File: src/design/swed_pkg.sv
// Shared constants, types and register codes of the sliding-window encounter detector.
// No dependencies; every other design file imports this package.

package swed_pkg;

	// Sizing of the window, the block index and the click count
	localparam int MAX_WINDOW = 64;
	localparam int INDEX_BITS = 24;
	localparam int COUNT_BITS = 16;

	// Register widths and the configuration port
	localparam int CLICKS_W   = 16;
	localparam int WINREG_W   = 7;
	localparam int HITS_W     = 7;
	localparam int CFG_DATA_W = 16;
	localparam int CFG_IDX_W  = 2;

	localparam logic [CFG_IDX_W-1:0] REG_CLICKS = 2'd0;
	localparam logic [CFG_IDX_W-1:0] REG_WINDOW = 2'd1;
	localparam logic [CFG_IDX_W-1:0] REG_HITS   = 2'd2;

	// Window storage: current block plus MAX_WINDOW older blocks
	localparam int WIN_LEN  = MAX_WINDOW + 1;
	localparam int WIN_BITS = $clog2(MAX_WINDOW + 1);
	localparam int AGE_BITS = $clog2(MAX_WINDOW + 2);
	localparam logic [AGE_BITS-1:0] AGE_NONE = '1;

	// Window scans walk eight positions per cycle
	localparam int LANES       = 8;
	localparam int LANE_BITS   = $clog2(LANES);
	localparam int SCAN_GROUPS = (WIN_LEN + LANES - 1) / LANES;
	localparam int RC_GROUPS   = (MAX_WINDOW + LANES - 1) / LANES;
	localparam int GRP_BITS    = $clog2(SCAN_GROUPS + 1);
	localparam int POS_BITS    = GRP_BITS + LANE_BITS;
	localparam int PAD_LEN     = (1 << GRP_BITS) * LANES;

	// Common width for the hit threshold compare
	localparam int CMP_W = (COUNT_BITS > CLICKS_W) ? COUNT_BITS : CLICKS_W;

	// Register values seen by the back end
	typedef struct packed {
		logic [CLICKS_W-1:0] clicks;
		logic [WIN_BITS-1:0] window;     // clamped to 1..MAX_WINDOW
		logic [HITS_W-1:0]   hits;
		logic                window_wr;  // window length written this cycle
	} cfg_t;

	// One queued block after classification
	typedef struct packed {
		logic hit;
		logic last;
	} qent_t;

	// Queue head offered to the back end
	typedef struct packed {
		logic valid;
		logic hit;
		logic last;
	} qhead_t;

	typedef enum logic [1:0] {
		B_IDLE,
		B_RECOUNT,
		B_SCAN,
		B_DRAIN
	} bstate_t;

endpackage

File: src/design/swed_if.sv
// Valid/ready channel interfaces for block items and encounter results.
// Depends on swed_pkg for the field widths.

interface swed_in_if import swed_pkg::*; ();
	logic                  valid;
	logic                  ready;
	logic [COUNT_BITS-1:0] click_count;
	logic                  last_block;

	modport source (output valid, output click_count, output last_block, input ready);
	modport sink   (input valid, input click_count, input last_block, output ready);
endinterface

interface swed_out_if import swed_pkg::*; ();
	logic                  valid;
	logic                  ready;
	logic [INDEX_BITS-1:0] enc_start;
	logic [INDEX_BITS-1:0] enc_end;
	logic                  at_stream_end;

	modport source (output valid, output enc_start, output enc_end, output at_stream_end,
		input ready);
	modport sink   (input valid, input enc_start, input enc_end, input at_stream_end,
		output ready);
endinterface

File: src/design/swed_front.sv
// Front end: configuration registers, hit classification and a two-entry block queue.
// Depends on swed_pkg and the swed_in_if interface.

module swed_front import swed_pkg::*; (
	input  logic                  clk,
	input  logic                  arst_n,
	input  logic                  cfg_we,
	input  logic [CFG_IDX_W-1:0]  cfg_index,
	input  logic [CFG_DATA_W-1:0] cfg_wdata,
	swed_in_if.sink               blocks,
	input  logic                  pop,
	output cfg_t                  cfg,
	output qhead_t                head
);

	localparam int QDEPTH = 2;
	localparam int QP_BITS = $clog2(QDEPTH);
	localparam int QC_BITS = $clog2(QDEPTH + 1);

	logic [CLICKS_W-1:0] clicks_q;
	logic [WINREG_W-1:0] window_q;
	logic [HITS_W-1:0]   hits_q;

	qent_t               slot_q [QDEPTH];
	logic [QP_BITS-1:0]  wr_ptr_q;
	logic [QP_BITS-1:0]  rd_ptr_q;
	logic [QC_BITS-1:0]  count_q;
	logic                push;
	logic                is_hit;

	// Register writes
	always_ff @(posedge clk or negedge arst_n) begin
		if (!arst_n) begin
			clicks_q <= CLICKS_W'(15);
			window_q <= WINREG_W'(10);
			hits_q   <= HITS_W'(5);
		end else if (cfg_we) begin
			unique case (cfg_index)
				REG_CLICKS: clicks_q <= cfg_wdata[CLICKS_W-1:0];
				REG_WINDOW: window_q <= cfg_wdata[WINREG_W-1:0];
				REG_HITS:   hits_q   <= cfg_wdata[HITS_W-1:0];
				default: begin
				end
			endcase
		end
	end

	// Clamp the window length into 1..MAX_WINDOW
	always_comb begin
		cfg.clicks    = clicks_q;
		cfg.hits      = hits_q;
		cfg.window_wr = cfg_we && (cfg_index == REG_WINDOW);
		if (window_q == '0) begin
			cfg.window = WIN_BITS'(1);
		end else if (window_q > WINREG_W'(MAX_WINDOW)) begin
			cfg.window = WIN_BITS'(MAX_WINDOW);
		end else begin
			cfg.window = WIN_BITS'(window_q);
		end
	end

	// Classify the incoming beat
	assign is_hit       = CMP_W'(blocks.click_count) >= CMP_W'(clicks_q);
	assign blocks.ready = count_q != QC_BITS'(QDEPTH);
	assign push         = blocks.valid && blocks.ready;

	// Queue pointers and fill level
	always_ff @(posedge clk or negedge arst_n) begin
		if (!arst_n) begin
			wr_ptr_q <= '0;
			rd_ptr_q <= '0;
			count_q  <= '0;
		end else begin
			if (push) begin
				wr_ptr_q <= wr_ptr_q + 1'b1;
			end
			if (pop) begin
				rd_ptr_q <= rd_ptr_q + 1'b1;
			end
			if (push && !pop) begin
				count_q <= count_q + 1'b1;
			end else if (!push && pop) begin
				count_q <= count_q - 1'b1;
			end
		end
	end

	// Queue storage
	always_ff @(posedge clk) begin
		if (push) begin
			slot_q[wr_ptr_q] <= '{hit: is_hit, last: blocks.last_block};
		end
	end

	assign head.valid = count_q != '0;
	assign head.hit   = slot_q[rd_ptr_q].hit;
	assign head.last  = slot_q[rd_ptr_q].last;

endmodule

File: src/design/swed_back.sv
// Back end: hit window, running sum, encounter tracking, oldest-hit scan, end-of-run drain
// and the result register. Depends on swed_pkg and the swed_out_if interface.

module swed_back import swed_pkg::*; (
	input  logic        clk,
	input  logic        arst_n,
	input  cfg_t        cfg,
	input  qhead_t      head,
	output logic        pop,
	swed_out_if.source  encounters
);

	function automatic logic [INDEX_BITS-1:0] floor_back(input logic [INDEX_BITS-1:0] b,
		input logic [AGE_BITS-1:0] k);
		logic [INDEX_BITS-1:0] kx;
		kx = INDEX_BITS'(k);
		return (b >= kx) ? (b - kx) : '0;
	endfunction

	bstate_t               state_q, state_d;
	logic [WIN_LEN-1:0]    win_q;
	logic [PAD_LEN-1:0]    win_pad;
	logic [WIN_BITS-1:0]   sum_q;
	logic                  in_enc_q;
	logic [INDEX_BITS-1:0] index_q;
	logic [INDEX_BITS-1:0] start_q;
	logic [AGE_BITS-1:0]   age_q;     // distance of the newest hit, AGE_NONE if none
	logic                  last_q;
	logic                  pend_q;    // window sum must be recounted
	logic [GRP_BITS-1:0]   grp_q;
	logic [WIN_BITS-1:0]   rem_q;

	logic                  out_valid_q;
	logic [INDEX_BITS-1:0] out_start_q;
	logic [INDEX_BITS-1:0] out_end_q;
	logic                  out_flag_q;

	// Datapath terms
	logic                  out_free;
	logic [AGE_BITS-1:0]   w_age;
	logic [WIN_BITS-1:0]   w_m1;
	logic                  leave;
	logic [WIN_BITS-1:0]   sum_nx;
	logic                  here;
	logic [AGE_BITS-1:0]   age_k1;
	logic [AGE_BITS-1:0]   age_nx;
	logic [INDEX_BITS-1:0] close_end;
	logic [LANES-1:0]      lane;
	logic [POS_BITS-1:0]   pos_j;
	logic                  scan_found;
	logic [POS_BITS-1:0]   scan_pos;
	logic [INDEX_BITS-1:0] scan_start;
	logic [LANE_BITS:0]    rc_cnt;
	logic                  removed;
	logic [WIN_BITS-1:0]   s_new;
	logic                  drain_close;
	logic [AGE_BITS-1:0]   rem_age;
	logic [INDEX_BITS-1:0] drain_end;

	// Control terms
	logic                  upd;
	logic                  closing;
	logic                  opening;
	logic                  rc_start;
	logic                  rc_fin;
	logic                  scan_fin;
	logic                  drain_fin;
	logic                  load;
	logic [INDEX_BITS-1:0] load_end;
	logic                  clear;
	logic                  bump;

	// Shift-in update of one block
	assign out_free = !out_valid_q || encounters.ready;
	assign w_age    = AGE_BITS'(cfg.window);
	assign w_m1     = cfg.window - WIN_BITS'(1);
	assign leave    = win_q[w_m1];
	assign sum_nx   = sum_q + WIN_BITS'(head.hit) - WIN_BITS'(leave);
	assign here     = HITS_W'(sum_nx) >= cfg.hits;
	assign age_k1   = (age_q == AGE_NONE) ? AGE_NONE : (age_q + 1'b1);
	assign age_nx   = head.hit ? '0 : age_k1;
	assign close_end = (age_k1 <= w_age) ? (index_q - INDEX_BITS'(age_k1))
		: floor_back(index_q, w_age);

	// Eight-position slice of the window for the scan and the recount
	assign win_pad = PAD_LEN'(win_q);
	assign lane    = win_pad[{grp_q, {LANE_BITS{1'b0}}} +: LANES];

	always_comb begin
		scan_found = 1'b0;
		scan_pos   = '0;
		rc_cnt     = '0;
		pos_j      = '0;
		for (int j = 0; j < LANES; j++) begin
			pos_j = {grp_q, LANE_BITS'(j)};
			if (lane[j] && (pos_j <= POS_BITS'(cfg.window))) begin
				scan_found = 1'b1;
				scan_pos   = pos_j;
			end
			if (lane[j] && (pos_j < POS_BITS'(cfg.window))) begin
				rc_cnt = rc_cnt + 1'b1;
			end
		end
	end

	assign scan_start = scan_found ? (index_q - INDEX_BITS'(scan_pos))
		: floor_back(index_q, w_age);

	// One drain step: drop the oldest remaining block
	assign removed     = win_q[rem_q];
	assign s_new       = sum_q - WIN_BITS'(removed);
	assign drain_close = HITS_W'(s_new) < cfg.hits;
	assign rem_age     = AGE_BITS'(rem_q);
	assign drain_end   = (age_q <= rem_age) ? (index_q - INDEX_BITS'(age_q))
		: floor_back(index_q, rem_age);

	// Next state
	always_comb begin
		state_d = state_q;
		unique case (state_q)
			B_IDLE: begin
				if (pend_q) begin
					state_d = B_RECOUNT;
				end else if (upd) begin
					if (opening) begin
						state_d = B_SCAN;
					end else if (head.last && here) begin
						state_d = B_DRAIN;
					end
				end
			end
			B_RECOUNT: begin
				if (rc_fin) begin
					state_d = B_IDLE;
				end
			end
			B_SCAN: begin
				if (scan_fin) begin
					state_d = last_q ? B_DRAIN : B_IDLE;
				end
			end
			B_DRAIN: begin
				if (drain_fin) begin
					state_d = B_IDLE;
				end
			end
			default: state_d = B_IDLE;
		endcase
	end

	// Control outputs
	always_comb begin
		upd       = 1'b0;
		rc_start  = 1'b0;
		rc_fin    = 1'b0;
		scan_fin  = 1'b0;
		drain_fin = 1'b0;
		unique case (state_q)
			B_IDLE: begin
				rc_start = pend_q;
				upd      = !pend_q && head.valid && out_free;
			end
			B_RECOUNT: rc_fin = grp_q == GRP_BITS'(RC_GROUPS - 1);
			B_SCAN:    scan_fin = scan_found || (grp_q == '0);
			B_DRAIN:   drain_fin = out_free && (drain_close || (rem_q == '0));
			default: begin
			end
		endcase
		closing  = in_enc_q && !here;
		opening  = !in_enc_q && here;
		pop      = upd;
		load     = (upd && closing) || drain_fin;
		load_end = upd ? close_end : (drain_close ? drain_end : index_q);
		clear    = (upd && head.last && !here) || drain_fin;
		bump     = (upd && !head.last && !opening) || (scan_fin && !last_q);
	end

	// Window, sum and encounter state
	always_ff @(posedge clk or negedge arst_n) begin
		if (!arst_n) begin
			state_q  <= B_IDLE;
			win_q    <= '0;
			sum_q    <= '0;
			in_enc_q <= 1'b0;
			index_q  <= '0;
			start_q  <= '0;
			age_q    <= AGE_NONE;
			last_q   <= 1'b0;
			pend_q   <= 1'b0;
			grp_q    <= '0;
			rem_q    <= '0;
		end else begin
			state_q <= state_d;
			if (cfg.window_wr) begin
				pend_q <= 1'b1;
			end else if (rc_start) begin
				pend_q <= 1'b0;
			end
			if (clear) begin
				// Return to the reset state after the last block
				win_q    <= '0;
				sum_q    <= '0;
				in_enc_q <= 1'b0;
				index_q  <= '0;
				start_q  <= '0;
				age_q    <= AGE_NONE;
			end else begin
				unique case (state_q)
					B_IDLE: begin
						if (rc_start) begin
							sum_q <= '0;
							grp_q <= '0;
						end else if (upd) begin
							win_q    <= {win_q[WIN_LEN-2:0], head.hit};
							sum_q    <= sum_nx;
							age_q    <= age_nx;
							in_enc_q <= here;
							last_q   <= head.last;
							grp_q    <= GRP_BITS'(cfg.window >> LANE_BITS);
							rem_q    <= w_m1;
						end
					end
					B_RECOUNT: begin
						sum_q <= sum_q + WIN_BITS'(rc_cnt);
						grp_q <= grp_q + 1'b1;
					end
					B_SCAN: begin
						if (scan_fin) begin
							start_q <= scan_start;
						end else begin
							grp_q <= grp_q - 1'b1;
						end
					end
					B_DRAIN: begin
						if (out_free && !drain_fin) begin
							sum_q <= s_new;
							rem_q <= rem_q - 1'b1;
						end
					end
					default: begin
					end
				endcase
				if (bump) begin
					index_q <= index_q + 1'b1;
				end
			end
		end
	end

	// Result register valid
	always_ff @(posedge clk or negedge arst_n) begin
		if (!arst_n) begin
			out_valid_q <= 1'b0;
		end else if (load) begin
			out_valid_q <= 1'b1;
		end else if (encounters.ready) begin
			out_valid_q <= 1'b0;
		end
	end

	// Result payload
	always_ff @(posedge clk) begin
		if (load) begin
			out_start_q <= start_q;
			out_end_q   <= load_end;
			out_flag_q  <= state_q == B_DRAIN;
		end
	end

	assign encounters.valid         = out_valid_q;
	assign encounters.enc_start     = out_start_q;
	assign encounters.enc_end       = out_end_q;
	assign encounters.at_stream_end = out_flag_q;

	// A drain only runs on an open encounter
	a_drain_open: assert property (@(posedge clk) disable iff (!arst_n)
		(state_q == B_DRAIN) |-> in_enc_q)
		else $error("drain running without an open encounter");

	// A block is taken only when a result can be stored
	a_pop_room: assert property (@(posedge clk) disable iff (!arst_n)
		pop |-> out_free)
		else $error("block taken while the result register is full");

	// Newest-hit distance agrees with the current block's flag
	a_age_bit0: assert property (@(posedge clk) disable iff (!arst_n)
		win_q[0] == (age_q == '0))
		else $error("newest-hit distance out of step with the window");

	// The running sum never exceeds the window length once settled
	a_sum_bound: assert property (@(posedge clk) disable iff (!arst_n)
		((state_q == B_IDLE) && !pend_q) |-> (sum_q <= cfg.window))
		else $error("window sum larger than the window");

endmodule

File: src/design/sliding_window_encounter_detector_top.sv
// Top level of the sliding-window encounter detector: configuration port and both channels.
// Depends on swed_pkg, swed_if, swed_front and swed_back.

// Each beat on blocks carries one time block's click count; a block is a hit when the count
// reaches clicks_per_block. An encounter opens when the hits among the last window_blocks
// blocks reach hits_per_encounter and closes when they fall below; each close delivers one
// beat on encounters with the first and last hit's block index. On a beat with last_block
// set the window drains, which may close an open encounter with at_stream_end set, and the
// block index returns to zero. The front end accepts one beat per cycle into a two-entry
// queue while the queue has room. A block that opens an encounter is followed by an
// oldest-hit scan, eight window positions per cycle. A last block with an open encounter
// then drains the window, one position per step. A write to window_blocks starts a
// recount of the window sum before the next block: one clearing step, then eight steps
// of eight positions each.
// Registers must be written only while no block is in flight; the user keeps to this, unenforced by the block.

module sliding_window_encounter_detector_top import swed_pkg::*; (
	input  logic                  clk,
	input  logic                  arst_n,
	input  logic                  cfg_we,
	input  logic [CFG_IDX_W-1:0]  cfg_index,
	input  logic [CFG_DATA_W-1:0] cfg_wdata,
	swed_in_if.sink               blocks,
	swed_out_if.source            encounters
);

	cfg_t   cfg;
	qhead_t head;
	logic   pop;

	// Accept, classify and queue blocks
	swed_front u_front (
		.clk       (clk),
		.arst_n    (arst_n),
		.cfg_we    (cfg_we),
		.cfg_index (cfg_index),
		.cfg_wdata (cfg_wdata),
		.blocks    (blocks),
		.pop       (pop),
		.cfg       (cfg),
		.head      (head)
	);

	// Track the window and deliver encounters
	swed_back u_back (
		.clk        (clk),
		.arst_n     (arst_n),
		.cfg        (cfg),
		.head       (head),
		.pop        (pop),
		.encounters (encounters)
	);

endmodule

File: src/flat_wrapper.sv
// flat-port wrapper written by rule: the top's interface ports become plain ports
module sliding_window_encounter_detector_top_flat import swed_pkg::*;
  (clk, arst_n, cfg_we, cfg_index, cfg_wdata, blocks_valid, blocks_click_count, blocks_last_block, blocks_ready, encounters_valid, encounters_enc_start, encounters_enc_end, encounters_at_stream_end, encounters_ready);
  swed_in_if blocks_i ();
  swed_out_if encounters_i ();
  input  logic clk;
  input  logic arst_n;
  input  logic cfg_we;
  input  logic [CFG_IDX_W-1:0] cfg_index;
  input  logic [CFG_DATA_W-1:0] cfg_wdata;
  input wire logic [$bits(blocks_i.valid)-1:0] blocks_valid;
  input wire logic [$bits(blocks_i.click_count)-1:0] blocks_click_count;
  input wire logic [$bits(blocks_i.last_block)-1:0] blocks_last_block;
  output wire logic [$bits(blocks_i.ready)-1:0] blocks_ready;
  output wire logic [$bits(encounters_i.valid)-1:0] encounters_valid;
  output wire logic [$bits(encounters_i.enc_start)-1:0] encounters_enc_start;
  output wire logic [$bits(encounters_i.enc_end)-1:0] encounters_enc_end;
  output wire logic [$bits(encounters_i.at_stream_end)-1:0] encounters_at_stream_end;
  input wire logic [$bits(encounters_i.ready)-1:0] encounters_ready;
  assign blocks_i.valid = blocks_valid;
  assign blocks_i.click_count = blocks_click_count;
  assign blocks_i.last_block = blocks_last_block;
  assign blocks_ready = blocks_i.ready;
  assign encounters_valid = encounters_i.valid;
  assign encounters_enc_start = encounters_i.enc_start;
  assign encounters_enc_end = encounters_i.enc_end;
  assign encounters_at_stream_end = encounters_i.at_stream_end;
  assign encounters_i.ready = encounters_ready;
  sliding_window_encounter_detector_top u_core (.clk(clk), .arst_n(arst_n), .cfg_we(cfg_we), .cfg_index(cfg_index), .cfg_wdata(cfg_wdata), .blocks(blocks_i), .encounters(encounters_i));
endmodule
File: config.mk
export PLATFORM = sky130hd
export DESIGN_NAME = sliding_window_encounter_detector_top_flat
export DESIGN_NICKNAME = d
export VERILOG_FILES = /design/src/design/swed_pkg.sv /design/src/design/swed_if.sv /design/src/design/swed_front.sv /design/src/design/swed_back.sv /design/src/design/sliding_window_encounter_detector_top.sv /design/src/flat_wrapper.sv
export SDC_FILE = /design/constraint.sdc
export NUM_CORES = 1
export LEC_CHECK = 0
export BUFFER_PORTS_ARGS = -buffer_cell sky130_fd_sc_hd__buf_2
export CAP_MARGIN = 10
export CORE_MARGIN = 8
export CORE_UTILIZATION = 39
export CTS_CLUSTER_DIAMETER = 100
export CTS_CLUSTER_SIZE = 40
export DETAILED_ROUTE_END_ITERATION = 12
export PLACE_DENSITY_LB_ADDON = 0.2
export SLEW_MARGIN = 30
export SYNTH_ARGS = -nofsm -noshare
export SYNTH_HDL_FRONTEND = slang
export SYNTH_SLANG_ARGS = --single-unit
export TNS_END_PERCENT = 10
File: constraint.sdc
create_clock -name clk -period 12.88 [get_ports clk]
set_input_delay 2.576 -clock clk [delete_from_list [all_inputs] [get_ports clk]]
set_output_delay 2.576 -clock clk [all_outputs]
set_load 0.1 [all_outputs]
After elaboration in Yosys (flattened, before gate mapping) --
Memory sizes are Yosys's and may differ from the RTL's. Cells that the tools add are included.
Storage, ports and cells: bits of input ports 40, memories 1, register bits after elaboration 227, word-level logic and storage cells 265, output and inout port bits 51, RAM bits 4
Memories:
- u_core.u_front.slot_q | depth 2, bits a word 2, read ports 1, clocked after Yosys merged registers in 0, write ports 1, RTL line swed_front.sv:24 | qent_t slot_q [QDEPTH];
Operators by class: order comparisons 26, shifts and indexed selects 1, multiplexer cells 91, reductions and logical operators 76, bitwise gates (word level) 2, add/sub/neg operators 26, equal/unequal tests 21
Operator list (number):
- $mux W24 | 12
- $mux W65 | 4
- $mux W7 | 23
- $shiftx A128 B8 Y8 | 1
- $sub A24 B7 Y24 | 5
- $le A7 B7 Y1 | 10
- $lt A7 B7 Y1 | 9
- $ge A24 B7 Y1 | 2
- $mux W4 | 10
- $logic_and A1 B1 Y1 | 33
- $add A4 B1 Y4 const B | 8
- $mux W1 | 26
- $add A24 B1 Y24 const B | 1
- $pmux W7 S3 | 1
- $mux W2 | 10
- $reduce_bool A2 Y1 | 10
- $ge A16 B16 Y1 | 1
- $lt A7 B8 Y1 const B | 2
- $bmux W1 S7 | 2
- $logic_not A7 Y1 | 2
- $ne A2 B2 Y1 const B | 7
- $pmux W7 S2 | 1
- $sub A7 B1 Y7 | 2
- $sub A7 B1 Y7 const B | 2
- other kinds (31) | 59

Depth between registers and ports, before layout --
Gate-level depths: netlist (run 1).
depth after elaboration 23, depth in mapped cells 34, gate-level depth less buffers 33

Modules after synthesis --
Synthesis (run 1) repeated with hierarchy kept, for this count alone.
Unflattened totals: cells, all modules 2033, area, all modules 18054.8 um^2
Modules (own cells, without submodules):
- swed_back | instances 1, area an instance 16153.0 um^2, cells each 1846
- swed_front | instances 1, area an instance 1901.8 um^2, cells each 187

Least setup slack after synthesis (run 1) --
Ideal clock, no wire load.
path kind reg-to-reg, start register u_core.u_front.window_q[4], end register u_core.u_back.out_valid_q, in the netlist u_core.u_back.encounters.valid, data arrival time 10.106 ns, setup time 0.086 ns, setup slack 2.688 ns, cell stages (with the launch flop) 28, clock period less this slack 10.192 ns, cells stage by stage dfrtp_1 > nor3_1 > a21oi_1 > nor2_2 > buf_2 > ha_1 > clkbuf_1 > clkbuf_1 > mux4_2 > mux4_2 > mux4_2 > nor2b_1 > ha_1 > inv_1 > ha_1 > fa_1 > a21oi_1 > nor2_1 > nor2_1 > o21bai_1 > a21oi_1 > xnor2_1 > ha_1 > and2_1 > a21oi_1 > nand2_1 > o21ai_0 > or2_2
On the way: word-level cells in the longest chain between the ends 13, elaborated cells on any way between the ends 15
RTL lines:
- from (decl) | RTL line swed_front.sv:21 | logic [WINREG_W-1:0] window_q;
- from (signal assigned) | RTL line swed_front.sv:40 | REG_WINDOW: window_q <= cfg_wdata[WINREG_W-1:0];
- $gt A7 B7 Y1 | RTL line swed_front.sv:55 | end else if (window_q > WINREG_W'(MAX_WINDOW)) begin
- $mux W7 | RTL line swed_front.sv:55
- $mux W7 * | RTL line swed_front.sv:53 | if (window_q == '0) begin
- $sub A7 B1 Y7 * | RTL line swed_back.sv:76 | assign w_m1 = cfg.window - WIN_BITS'(1);
- $bmux W1 S7 * | RTL line swed_back.sv:77 | assign leave = win_q[w_m1];
- $mux W1 (implied by the code) * | RTL line swed_back.sv:77
- $sub A7 B1 Y7 * | RTL line swed_back.sv:78 | assign sum_nx = sum_q + WIN_BITS'(head.hit) - WIN_BITS'(leave);
- $ge A7 B7 Y1 * | RTL line swed_back.sv:79 | assign here = HITS_W'(sum_nx) >= cfg.hits;
- $logic_not A1 Y1 * | RTL line swed_back.sv:169 | closing = in_enc_q && !here;
- $logic_and A1 B1 Y1 * | RTL line swed_back.sv:169
- $logic_and A1 B1 Y1 * | RTL line swed_back.sv:172 | load = (upd && closing) || drain_fin;
- $logic_or A1 B1 Y1 * | RTL line swed_back.sv:172
- net u_core.u_back.load | RTL line swed_back.sv:68 | logic load;
- $mux W1 / $reduce_bool A2 Y1 (equally long branches)
- to (signal assigned) | RTL line swed_back.sv:253 | out_valid_q <= 1'b0;
- to (signal assigned) | RTL line swed_back.sv:255 | out_valid_q <= 1'b1;
- to (signal assigned) | RTL line swed_back.sv:257 | out_valid_q <= 1'b0;
- to (decl) | RTL line swed_back.sv:33 | logic out_valid_q;
Mark *: on every way through the listed nets, which the timed path passes. The rest lies on a longest branch. The select of a mux whose other input is x is not followed. A chain may end at the register's enable or synchronous reset.

Worst setup path after layout (run 1) --
start register u_core.u_front.window_q[5], end register u_core.u_back.grp_q[0]
On the way: word-level cells in the longest chain between the ends 17, elaborated cells on any way between the ends 44
RTL lines:
- $gt A7 B7 Y1 | RTL line swed_front.sv:55
- $mux W7 | RTL line swed_front.sv:55
- $mux W7 * | RTL line swed_front.sv:53
- branches (longest 14 deep; another with $sub A7 B1 Y7)
- to (signal assigned) | RTL line swed_back.sv:219 | grp_q <= GRP_BITS'(cfg.window >> LANE_BITS);
- to (signal assigned) | RTL line swed_back.sv:225 | grp_q <= grp_q + 1'b1;
- to (signal assigned) | RTL line swed_back.sv:231 | grp_q <= grp_q - 1'b1;
- to (decl) | RTL line swed_back.sv:30 | logic [GRP_BITS-1:0] grp_q;
Every way passes the cells marked *. The select of a mux whose other input is x is not followed.

==> flow_summary.json, run 1 <==
{
  "fillCellCount": 4446,
  "start_util_pct": 39.3,
  "syn_to_final_growth_pct": 8.92,
  "cts.clk_slew.worst_paths_ps": 130,
  "critical_path_class": "register to register",
  "worst_slew_pin_slew_ps": 993,
  "synth_nets": 2138,
  "grt_usage_pct": 20.4,
  "nNetsFinal": 2152,
  "antenna_left": 0,
  "syn_area_per_cell_um2": 9.04,
  "finalCritPeriodShare_pct": 62.3,
  "hold_violations": 0,
  "grt_pass1_wl_um": 87200,
  "synth_area_um2": 17800,
  "end_kind": "register",
  "hp-class": "register to register",
  "grt_max_degree": 96,
  "synth-async-reset-ratio_pct": 77.1,
  "core_um2": 45200,
  "crit_fanout": 29,
  "vias_per_cell": 5.91,
  "cts_buffers": 15,
  "synthCells": 1963,
  "synth-edff-count": 53,
  "seq_area_frac_synth_pct": 34.2,
  "route.vias.total": 15271,
  "setup_viol": 0,
  "dp_slack_ps": 4380,
  "layout_commonest_cell": "nand2_1",
  "holdBufCountCts": 0,
  "finalSetupTns_ps": 0,
  "antenna_found_initial": 0,
  "cp_top_family": "adder cells",
  "ys_types": 87,
  "seqCellArea_um2": 6060,
  "htreeDepth": 1,
  "cts_tree": "done",
  "drt-wirelength-per-cell_um": 21.3,
  "grt_pass1_vias": 15119,
  "num_rows": 78,
  "ctsResizeCount": 0,
  "root_buffer": "clkbuf_16",
  "ir_drop_v": 0.000264,
  "period_needed_ps": 8030,
  "clockBufferDepth": 3,
  "setup_slack_ps": 4850,
  "die_y_um": 229,
  "worstPathRequired_ps": 13320,
  "relSlewSlack_pct": 33.8,
  "die_w_um": 229,
  "cts_setup_buffers": 0,
  "critPathBufInv": 4,
  "maxCapViolCount": 0,
  "power_w": 0.00540,
  "power_density_nw_per_um2": 279,
  "ys_warn_count": 0,
  "synth_seq_cells": 231,
  "drv_slew": 0,
  "fmax_ghz": 0.125,
  "diodes": 0,
  "cp_slowest_cell": "ha_1",
  "mostFrequentLayoutCells": "nand2_1, a21oi_1, dfrtp_1, nor2_1, ha_1",
  "crit_path_frequent_cell": "ha_1",
  "drtPass1Iterations": 6,
  "worstPathArrival_ps": 8460,
  "dieArea_um2": 52600,
  "drt_iter0_markers": 1233,
  "io_buffers": 90,
  "outcome": "finished clean",
  "route.detailed.drc": 0,
  "rsz0062_at_grt": "no",
  "final_layout_size_suffix_gt1_share_pct": 13.9,
  "leakage_nw": 8.30,
  "io_pins": 91,
  "cpPeakStageDelay_ps": 640,
  "synth_flop_cell": "dfrtp_1",
  "multi_input_area_um2": 10800,
  "fin_skew_ps": 42.2,
  "clock-sinks": 231,
  "grt-ovfl-total": 0,
  "start_kind": "register",
  "routed_wl_um": 55100,
  "gp_congestion": 0.886,
  "dp_hpwl_um": 41300,
  "clkLatencyLatePin_ps": 550
}
path summary, 6_finish.rpt:
kind                                                        start                                         endpoint  slack (ps)  cells after the start
setup / recovery           u_core.u_front.window_q[5]$_DFFE_PN0P_               u_core.u_back.grp_q[0]$_DFFE_PN0P_        4850                     28
hold / removal               u_core.u_back.start_q[2]$_DFFE_PN0P_  u_core.u_back.encounters.enc_start[2]$_DFFE_PP_         460                      0
setup reg to reg           u_core.u_front.window_q[5]$_DFFE_PN0P_               u_core.u_back.grp_q[0]$_DFFE_PN0P_        4850                     28
hold reg to reg              u_core.u_back.start_q[2]$_DFFE_PN0P_  u_core.u_back.encounters.enc_start[2]$_DFFE_PP_         460                      0
max in group asynchronous                                  arst_n              u_core.u_back.win_q[46]$_DFFE_PN0P_        9720                      2
min in group asynchronous                                  arst_n            u_core.u_back.start_q[14]$_DFFE_PN0P_        1990                      1
stage by stage:
stage / cells / area, um2 / hold slack, ps / utilization, %
3_5_place_dp: 2559 / 18700 / 430 / 41.3
6_report: 2585 / 19300 / 456 / 42.8
3_3_place_gp: 2559 / 18700 / 434 / 41.3
5_1_grt: 2585 / 19300 / 471 / 42.8
2_1_floorplan: 1963 / 17800 / 420 / -
4_1_cts: 2584 / 19300 / 453 / 42.7
synth_stat cells (all sizes together), types with 25 or more instances:
master	count	area share, %
xnor2	53	2.6
nand3	30	0.85
mux2i	33	1.9
o211ai	29	1.4
and3	25	0.88
ha	127	9.0
xor2	36	1.8
a21o	33	1.4
nand2	267	5.6
nor3	43	1.3
a21oi	170	4.8
edfxtp	53	9.0
dfrtp	163	23
clkbuf	96	2.0
o21ai	112	3.2
inv	109	2.3
mux4	55	7.0
nor2	139	3.0
registers in the layout (all words and copies together) (netlist names), 2 cells and up:
| name | cells |
|---|---|
| u_core.u_front.slot_q | 4 |
| u_core.u_back.grp_q | 4 |
| u_core.u_back.sum_q | 7 |
| u_core.u_back.state_q | 2 |
| u_core.u_back.start_q | 24 |
| u_core.u_back.rem_age | 7 |
| u_core.u_back.encounters.enc_end | 24 |
| u_core.u_front.window_q | 7 |
| u_core.u_front.clicks_q | 16 |
| u_core.u_front.hits_q | 7 |
| u_core.u_back.win_q | 65 |
| u_core.u_back.encounters.enc_start | 24 |
| u_core.u_front.count_q | 2 |
| u_core.u_back.index_q | 24 |
| u_core.u_back.age_q | 7 |
final cells by class:
cell class                      count  area share (%)
Clock buffer                       15            1.94
Inverter                          111            2.15
Multi-Input combinational cell   1503            55.9
Timing Repair Buffer              115            3.49
Tap cell                          600            3.88
Sequential cell                   231            31.4
Clock inverter                     10            1.22
per-layer routing:
layer / track usage (%) / routed length [um] / vias up
met5: 0 / 0 / -
met4: 8.17 / 2400 / 0
met3: 2.36 / 2750 / 127
met2: 34.1 / 26200 / 513
met1: 26.6 / 23700 / 7492
li1: - / - / 7139
cells by family after synthesis:
logic type      count (synthesis)  synth area share (%)
buf+inv                       229                  5.24
mux                           108                  10.1
flops                         231                  34.2
fa+ha+maj                     135                  9.85
compound gates                534                  19.5
xor+xnor                       90                  4.56
simple gates                  636                  16.6
power by group:
group          internal (W)  switching (W)
Clock              0.000282       0.000324
Combinational       0.00115        0.00244
Sequential          0.00102       0.000179
Total               0.00246        0.00294
worst register-to-register path: cells and delay by family, from the launching register on:
kind	cells	cell delay (ps)
compound gates	8	1530
xor+xnor	1	170
fa+ha+maj	5	1840
buf+inv	4	990
flops	1	430
mux	4	1800
simple gates	6	1190
(Power assumes the default switching activity.)
==> run 2, diff against run 1 <==
==> constraint.sdc (replaced) <==
create_clock -name clk -period 7.1 [get_ports clk]
set_input_delay 1.42 -clock clk [delete_from_list [all_inputs] [get_ports clk]]
set_output_delay 1.42 -clock clk [all_outputs]
set_load 0.1 [all_outputs]
==> flow_summary.json, run 2 (same netlist as run 1, synthesis figures left out) <==
{
  "power_density_nw_per_um2": 507,
  "drv_slew": 0,
  "drt-wirelength-per-cell_um": 21.4,
  "worst_slew_pin_slew_ps": 1020,
  "io_pins": 91,
  "diodes": 0,
  "seq_power_share_pct": 21.8,
  "final_cell_count_no_fill": 2609,
  "clock-sinks": 231,
  "finalCritPeriodShare_pct": 94.3,
  "route.vias.total": 15435,
  "ir_drop_v": 0.000396,
  "setup_slack_ps": 403,
  "clockBufferDepth": 3,
  "design_area_um2": 19500,
  "post_dp_cell_area_um2": 18900,
  "hold_violations": 0,
  "antenna_left": 0,
  "grt-ovfl-total": 0,
  "power_w": 0.00991,
  "cts_setup_buffers": 0,
  "swShare_pct": 54.4,
  "p_comb_share_pct": 67.6,
  "route.detailed.drc": 0,
  "worstPathArrival_ps": 7160,
  "outcome": "finished clean",
  "drt_iter0_markers": 1460,
  "period_needed_ps": 6700,
  "hp-class": "register to register",
  "worstPathRequired_ps": 7570,
  "largest_reg_flops": 65,
  "drtPass1Iterations": 5,
  "num_rows": 78,
  "die_w_um": 229,
  "cts_buffers": 14,
  "grt_max_degree": 96,
  "end_kind": "register",
  "dp_hpwl_um": 42000,
  "fmax_ghz": 0.149,
  "final_layout_size_suffix_gt1_share_pct": 15.3,
  "fin_skew_ps": 39.3,
  "critical_path_class": "register to register",
  "relSlewSlack_pct": 31.5,
  "leakage_nw": 8.43,
  "die_y_um": 229,
  "routed_wl_um": 55900,
  "core_um2": 45200,
  "layout_commonest_cell": "nand2_1",
  "cpPeakStageDelay_ps": 620,
  "io_buffers": 90,
  "cp_slowest_cell": "dfstp_2",
  "fin_util_pct": 43.3,
  "root_buffer": "clkbuf_16",
  "maxCapViolCount": 0,
  "holdBufCountCts": 0,
  "place_inst": 2584,
  "antenna_found_initial": 0,
  "start_kind": "register",
  "regMostFlops": "u_core.u_back.win_q",
  "gp_congestion": 0.933,
  "nNetsFinal": 2176,
  "cts_tree": "done",
  "p_int_w": 0.00452,
  "start_util_pct": 39.3,
  "vias_per_cell": 5.92,
  "switchingPower_w": 0.00539,
  "cts.clk_slew.worst_paths_ps": 120,
  "dieArea_um2": 52600,
  "critPathBufInv": 2,
  "mostFrequentLayoutCells": "nand2_1, a21oi_1, dfrtp_1, nor2_1, ha_1",
  "clkLatencyLatePin_ps": 550,
  "crit_fanout": 17,
  "htreeDepth": 1,
  "grt_pass1_vias": 15069,
  "cp_top_family": "adder cells",
  "clockPowerShare_pct": 10.6,
  "grt_pass1_wl_um": 87700,
  "grt_usage_pct": 20.5,
  "setup_viol": 0,
  "syn_to_final_growth_pct": 10.1,
  "dp_slack_ps": -9.12
}
run 2: worst register-to-register path, delay by kind of cell (launching register included):
family / cells / cell delay (ps)
DFF: 1 / 620
AOI/OAI and AO/OA: 7 / 1450
xor gates and xnor gates: 2 / 360
muxes: 3 / 1530
buffers and inverters: 2 / 300
adders and majority gates: 5 / 1570
and+or+nand+nor: 7 / 840
run 2: path summary, 6_finish.rpt:
path | startpoint | endpoint | slack [ps] | depth (start not counted)
setup / recovery | u_core.u_front.window_q[1]$_DFFE_PN1P_ | u_core.u_back.index_q[12]$_DFFE_PN0P_ | 400 | 26
hold / removal | u_core.u_back.start_q[8]$_DFFE_PN0P_ | u_core.u_back.encounters.enc_start[8]$_DFFE_PP_ | 460 | 0
setup reg to reg | u_core.u_front.window_q[1]$_DFFE_PN1P_ | u_core.u_back.index_q[12]$_DFFE_PN0P_ | 400 | 26
hold reg to reg | u_core.u_back.start_q[8]$_DFFE_PN0P_ | u_core.u_back.encounters.enc_start[8]$_DFFE_PP_ | 460 | 0
max in group asynchronous | arst_n | u_core.u_back.win_q[6]$_DFFE_PN0P_ | 4980 | 2
min in group asynchronous | arst_n | u_core.u_back.start_q[2]$_DFFE_PN0P_ | 860 | 1
run 2: what timing repair did:
action | in CTS | in global routing
hold endpoints to repair | 0 | 0
setup endpoints to repair | 1 | 189
pin swaps | 0 | 2
resized for setup | 1 | 13
run 2: area by class of cell:
type,instances,area (um2)
timing repair buffer,140,875
multi-input combinational,1503,10900
sequential,231,6070
tap,600,751
clock buffer,16,389
fill,4470,25600
clock inverter,8,171
inverter,111,417
run 2: per-stage QoR:
stage	TNS, ps	hold WS (ps)
2_1_floorplan	0	420
3_3_place_gp	0	432
3_5_place_dp	-9.12	437
4_1_cts	0	466
5_1_grt	-14.9	472
6_report	0	462
run 2: power groups by stage:
| stage | registers, W | logic (W) | clock network (W) |
|---|---|---|---|
| 6_report | 0.00216 | 0.00670 | 0.00105 |
| 5_1_grt | 0.00221 | 0.00726 | 0.00111 |
| 4_1_cts | 0.00216 | 0.00663 | 0.00107 |
| 3_5_place_dp | 0.00218 | 0.00661 | 0 |
| 3_3_place_gp | 0.00218 | 0.00653 | 0 |
| 2_1_floorplan | 0.00306 | 0.00407 | 0 |
run 2: per-layer routing:
metal,GRT usage [%],vias up,wire length (um)
li1,-,7203,-
met2,35.1,500,27200
met1,26.7,7629,24100
met4,6.65,0,1820
met3,2.47,103,2730
met5,0,-,0
